--- src/hdl/lbp_ram.sv ---
// Generic simple dual-port RAM: one write port, one registered read port.
// Read-first on an address collision. No dependencies.
`default_nettype none

module lbp_ram #(
  parameter int WIDTH = 8,
  parameter int DEPTH = 256
) (
  input  logic                     clk,
  input  logic                     we,
  input  logic [$clog2(DEPTH)-1:0] waddr,
  input  logic [WIDTH-1:0]         wdata,
  input  logic [$clog2(DEPTH)-1:0] raddr,
  output logic [WIDTH-1:0]         rdata
);

  logic [WIDTH-1:0] mem [DEPTH];

  always_ff @(posedge clk) begin
    if (we) begin
      mem[waddr] <= wdata;
    end
    rdata <= mem[raddr];
  end

endmodule

`default_nettype wire

--- config.mk ---
export PLATFORM = sky130hd
export DESIGN_NAME = lbp_ram
export DESIGN_NICKNAME = d
export VERILOG_FILES = /design/src/hdl/lbp_ram.sv
export SDC_FILE = /design/constraint.sdc
export NUM_CORES = 2
export LEC_CHECK = 0
export BUFFER_PORTS_ARGS = -buffer_cell sky130_fd_sc_hd__buf_2
export CAP_MARGIN = 20
export CORE_MARGIN = 4
export CORE_UTILIZATION = 55
export DETAILED_ROUTE_END_ITERATION = 8
export MAX_ROUTING_LAYER = met4
export PLACE_DENSITY = 0.8
export SYNTH_ARGS = -nofsm -noshare
export SYNTH_HDL_FRONTEND = slang
export SYNTH_SLANG_ARGS = --single-unit
--- constraint.sdc ---
create_clock -name clk -period 5.21 [get_ports clk]
set_input_delay 0.521 -clock clk [delete_from_list [all_inputs] [get_ports clk]]
set_output_delay 0.521 -clock clk [all_outputs]
set_load 0.1 [all_outputs]
==> flow_summary.json <==
{
  "via_count": 40400,
  "hp-class": "input port to flip-flop",
  "worst_setup_path_start_kind": "input port",
  "worst-path-max-fanout": 87,
  "yosysWarnings": 0,
  "fill_cells": 9273,
  "status": "finished clean",
  "drive_gt1_share_pct": 21.9,
  "grt_usage_pct": 26.6,
  "cts_tree": "yes",
  "final_nets": 3855,
  "r2r_start": "mem[83][3]$_DFFE_PP_",
  "hold_viol": 0,
  "cts_made_buffers": 191,
  "min_from": "wdata[3]",
  "cts-htree-levels": 4,
  "r2r_setup_slack_ns": 2.18,
  "yosys-top-cells-area": "edfxtp_1, mux4_2, mux2i_1",
  "die_area_um2": 151000,
  "clk_path_buf_depth": 3,
  "min_period_ns": 3.43,
  "tightest_slew_ns": 1.16,
  "row_count": 139,
  "synth-main-ff-cell": "edfxtp_1",
  "yosysTopAreaCellShare_pct": 77.3,
  "ys_async_sr_fraction_pct": 0,
  "clkSlewWorstSetupHoldPaths_ns": 0.06,
  "fmax_mhz": 291,
  "grt_pass1_vias": 40100,
  "clock-sinks": 2056,
  "die_h_um": 388,
  "required_ns": 5.85,
  "vdd_ir_drop_max_v": 0.000420,
  "maxCapViolCount": 0,
  "drt_wl_total_mm": 194,
  "seq_area_frac_synth_pct": 77.5,
  "global_route.overflow_total": 0,
  "maxSlewHeadroom_pct": 21.6,
  "yosysMostFrequentCell": "edfxtp_1",
  "core_um2": 144000,
  "floorplan.initialDensity_pct": 55.4,
  "grt_antenna_before_repair": 15,
  "io_buffers": 33,
  "cts_root_buf": "clkbuf_16",
  "place.gp.congestion": 0.901,
  "hold_depth": 1,
  "setup_tns_ns": 0,
  "r2r_cells": 6,
  "ios": 34,
  "skew_ns": 0.0336,
  "die_w_um": 388,
  "synth_area_um2": 79600,
  "drc": 0,
  "timing.final.setup_violations": 0,
  "synthDistinctLibCells": 55,
  "wl_per_cell_um": 32.7,
  "synth-seq-cells": 2056,
  "via_per_inst": 6.82,
  "grt_setup_unrepaired": "false",
  "insertion_delay_ns": 0.84,
  "cts_setup_buffers": 0,
  "yosysTopAreaCell": "edfxtp_1",
  "post_cts_resized": 0,
  "p_leak_nw": 27.0,
  "critPathLaunch": "raddr[1]",
  "syn-instance-count": 3733,
  "drt_iter0_drc": 6811,
  "area_delta_synth_final_pct": 10.6,
  "ys_top_cells_by_count": "edfxtp_1, mux4_2, nor2_1",
  "syn_nets": 3759,
  "dr.pass1.iters": 6,
  "path_class": "input port to flip-flop",
  "power_mw": 33.7,
  "crit_path_end_kind": "flip-flop",
  "dp_hpwl_mm": 112,
  "fin_crit_sh_pct": 65.9,
  "avgSynthCellArea_um2": 21.3,
  "grt_max_degree": 153,
  "synth_edf_count": 2048,
  "drv_slew": 0,
  "ant_nets": 0,
  "cp.arrival_ns": 4.07,
  "power_density_nw_per_um2": 383,
  "grt_pass1_wl_mm": 284,
  "cts_hold_buf": 0
}
layout make-up:
type | count | area, µm² | share of cell area [%]
Clock inverter | 115 | 1020 | 1.16
Multi-Input combinational cell | 1442 | 16500 | 18.7
Clock buffer | 244 | 5090 | 5.79
Inverter | 2 | 7.51 | 0.00853
Antenna cell | 24 | 60.1 | 0.0683
Timing Repair Buffer | 136 | 1270 | 1.44
Sequential cell | 2056 | 61700 | 70.1
Tap cell | 1903 | 2380 | 2.71
critical path, cell delays in order:
cell      delay (ns)
buf_8           0.57
buf_4           0.53
nand3b_1        0.53
o22ai_1         0.14
o21ai_0         0.27
nand3_1         0.12
nor4_1          1.01
nor4_1          0.21
sequential cells by signal, summed over array words and instances, names as in the netlist:
signal,flops
rdata,8
mem,2048
where the power goes:
group          internal, mW  switching (mW)  leakage, nW
sequential             18.2          0.0419         18.5
clock                  7.56            6.12         2.99
combinational         0.548            1.16         5.54
metrics by stage:
step           util, %  setup slack (ns)  area (µm²)  hold WS [ns]  instances
3_3_place_gp      56.9              1.27       81800         0.968       5538
6_report          61.2              1.78       88000         0.341       5922
5_1_grt           61.2              1.77       88000         0.375       5913
3_5_place_dp      56.9              1.25       81800         0.998       5538
4_1_cts           61.2              2.07       87900         0.347       5897
2_1_floorplan        -              2.75       79600         0.620       3733
worst paths after layout:
check | endpoint
worst max-delay path | rdata[7]$_DFF_P_
worst min-delay path | mem[202][3]$_DFFE_PP_
worst max register to register | rdata[3]$_DFF_P_
worst min register to register | rdata[5]$_DFF_P_
cell usage in the layout (no fill, tap or decap), types with 4 or more instances in the layout:
cell       Yosys  routed
o22a_1         5       5
o221ai_1      46      46
o32ai_1        4       4
dfxtp_1        8       8
nand2b_1       8       8
buf_2         31      23
clkinv_2       0      38
buf_12         8      19
o211ai_1      10      10
edfxtp_1    2048    2048
nand2_1       33      32
a21oi_1       96      96
diode_2        0      24
nand3_1       34      34
mux4_2       454     454
a22o_1         8       8
clkinv_1       1      50
mux2i_1      134     134
inv_16         0       6
nor2b_1       31      28
bufinv_16      0      12
clkbuf_1     111      46
clkbuf_16      0     195
clkbuf_8       0      11
nor2_1       282     279
nor3_1        22      22
nand4_1       10      10
o21ai_0       10      10
buf_4         27      84
or2_2          4       4
o22ai_1       28      28
a221oi_1      13      13
a211oi_1      16      16
a22oi_1      133     133
and2_1         6       6
nor4_1        24      24
metal layers:
layer	wire (µm)	GRT usage (%)
met5	0	-
met4	8950	11.2
met1	68000	35.9
met3	24900	6.83
met2	91900	39.2
kinds of logic after synthesis:
family | Yosys count | share of synthesized area (%)
AND/OR/NAND/NOR | 466 | 2.63
buffers and inverters | 235 | 1.83
flip-flops | 2056 | 77.5
multiplexers | 591 | 14.6
AO/OA/AOI/OAI | 385 | 3.42
No activity file was read; power rests on OpenSTA's default activity.
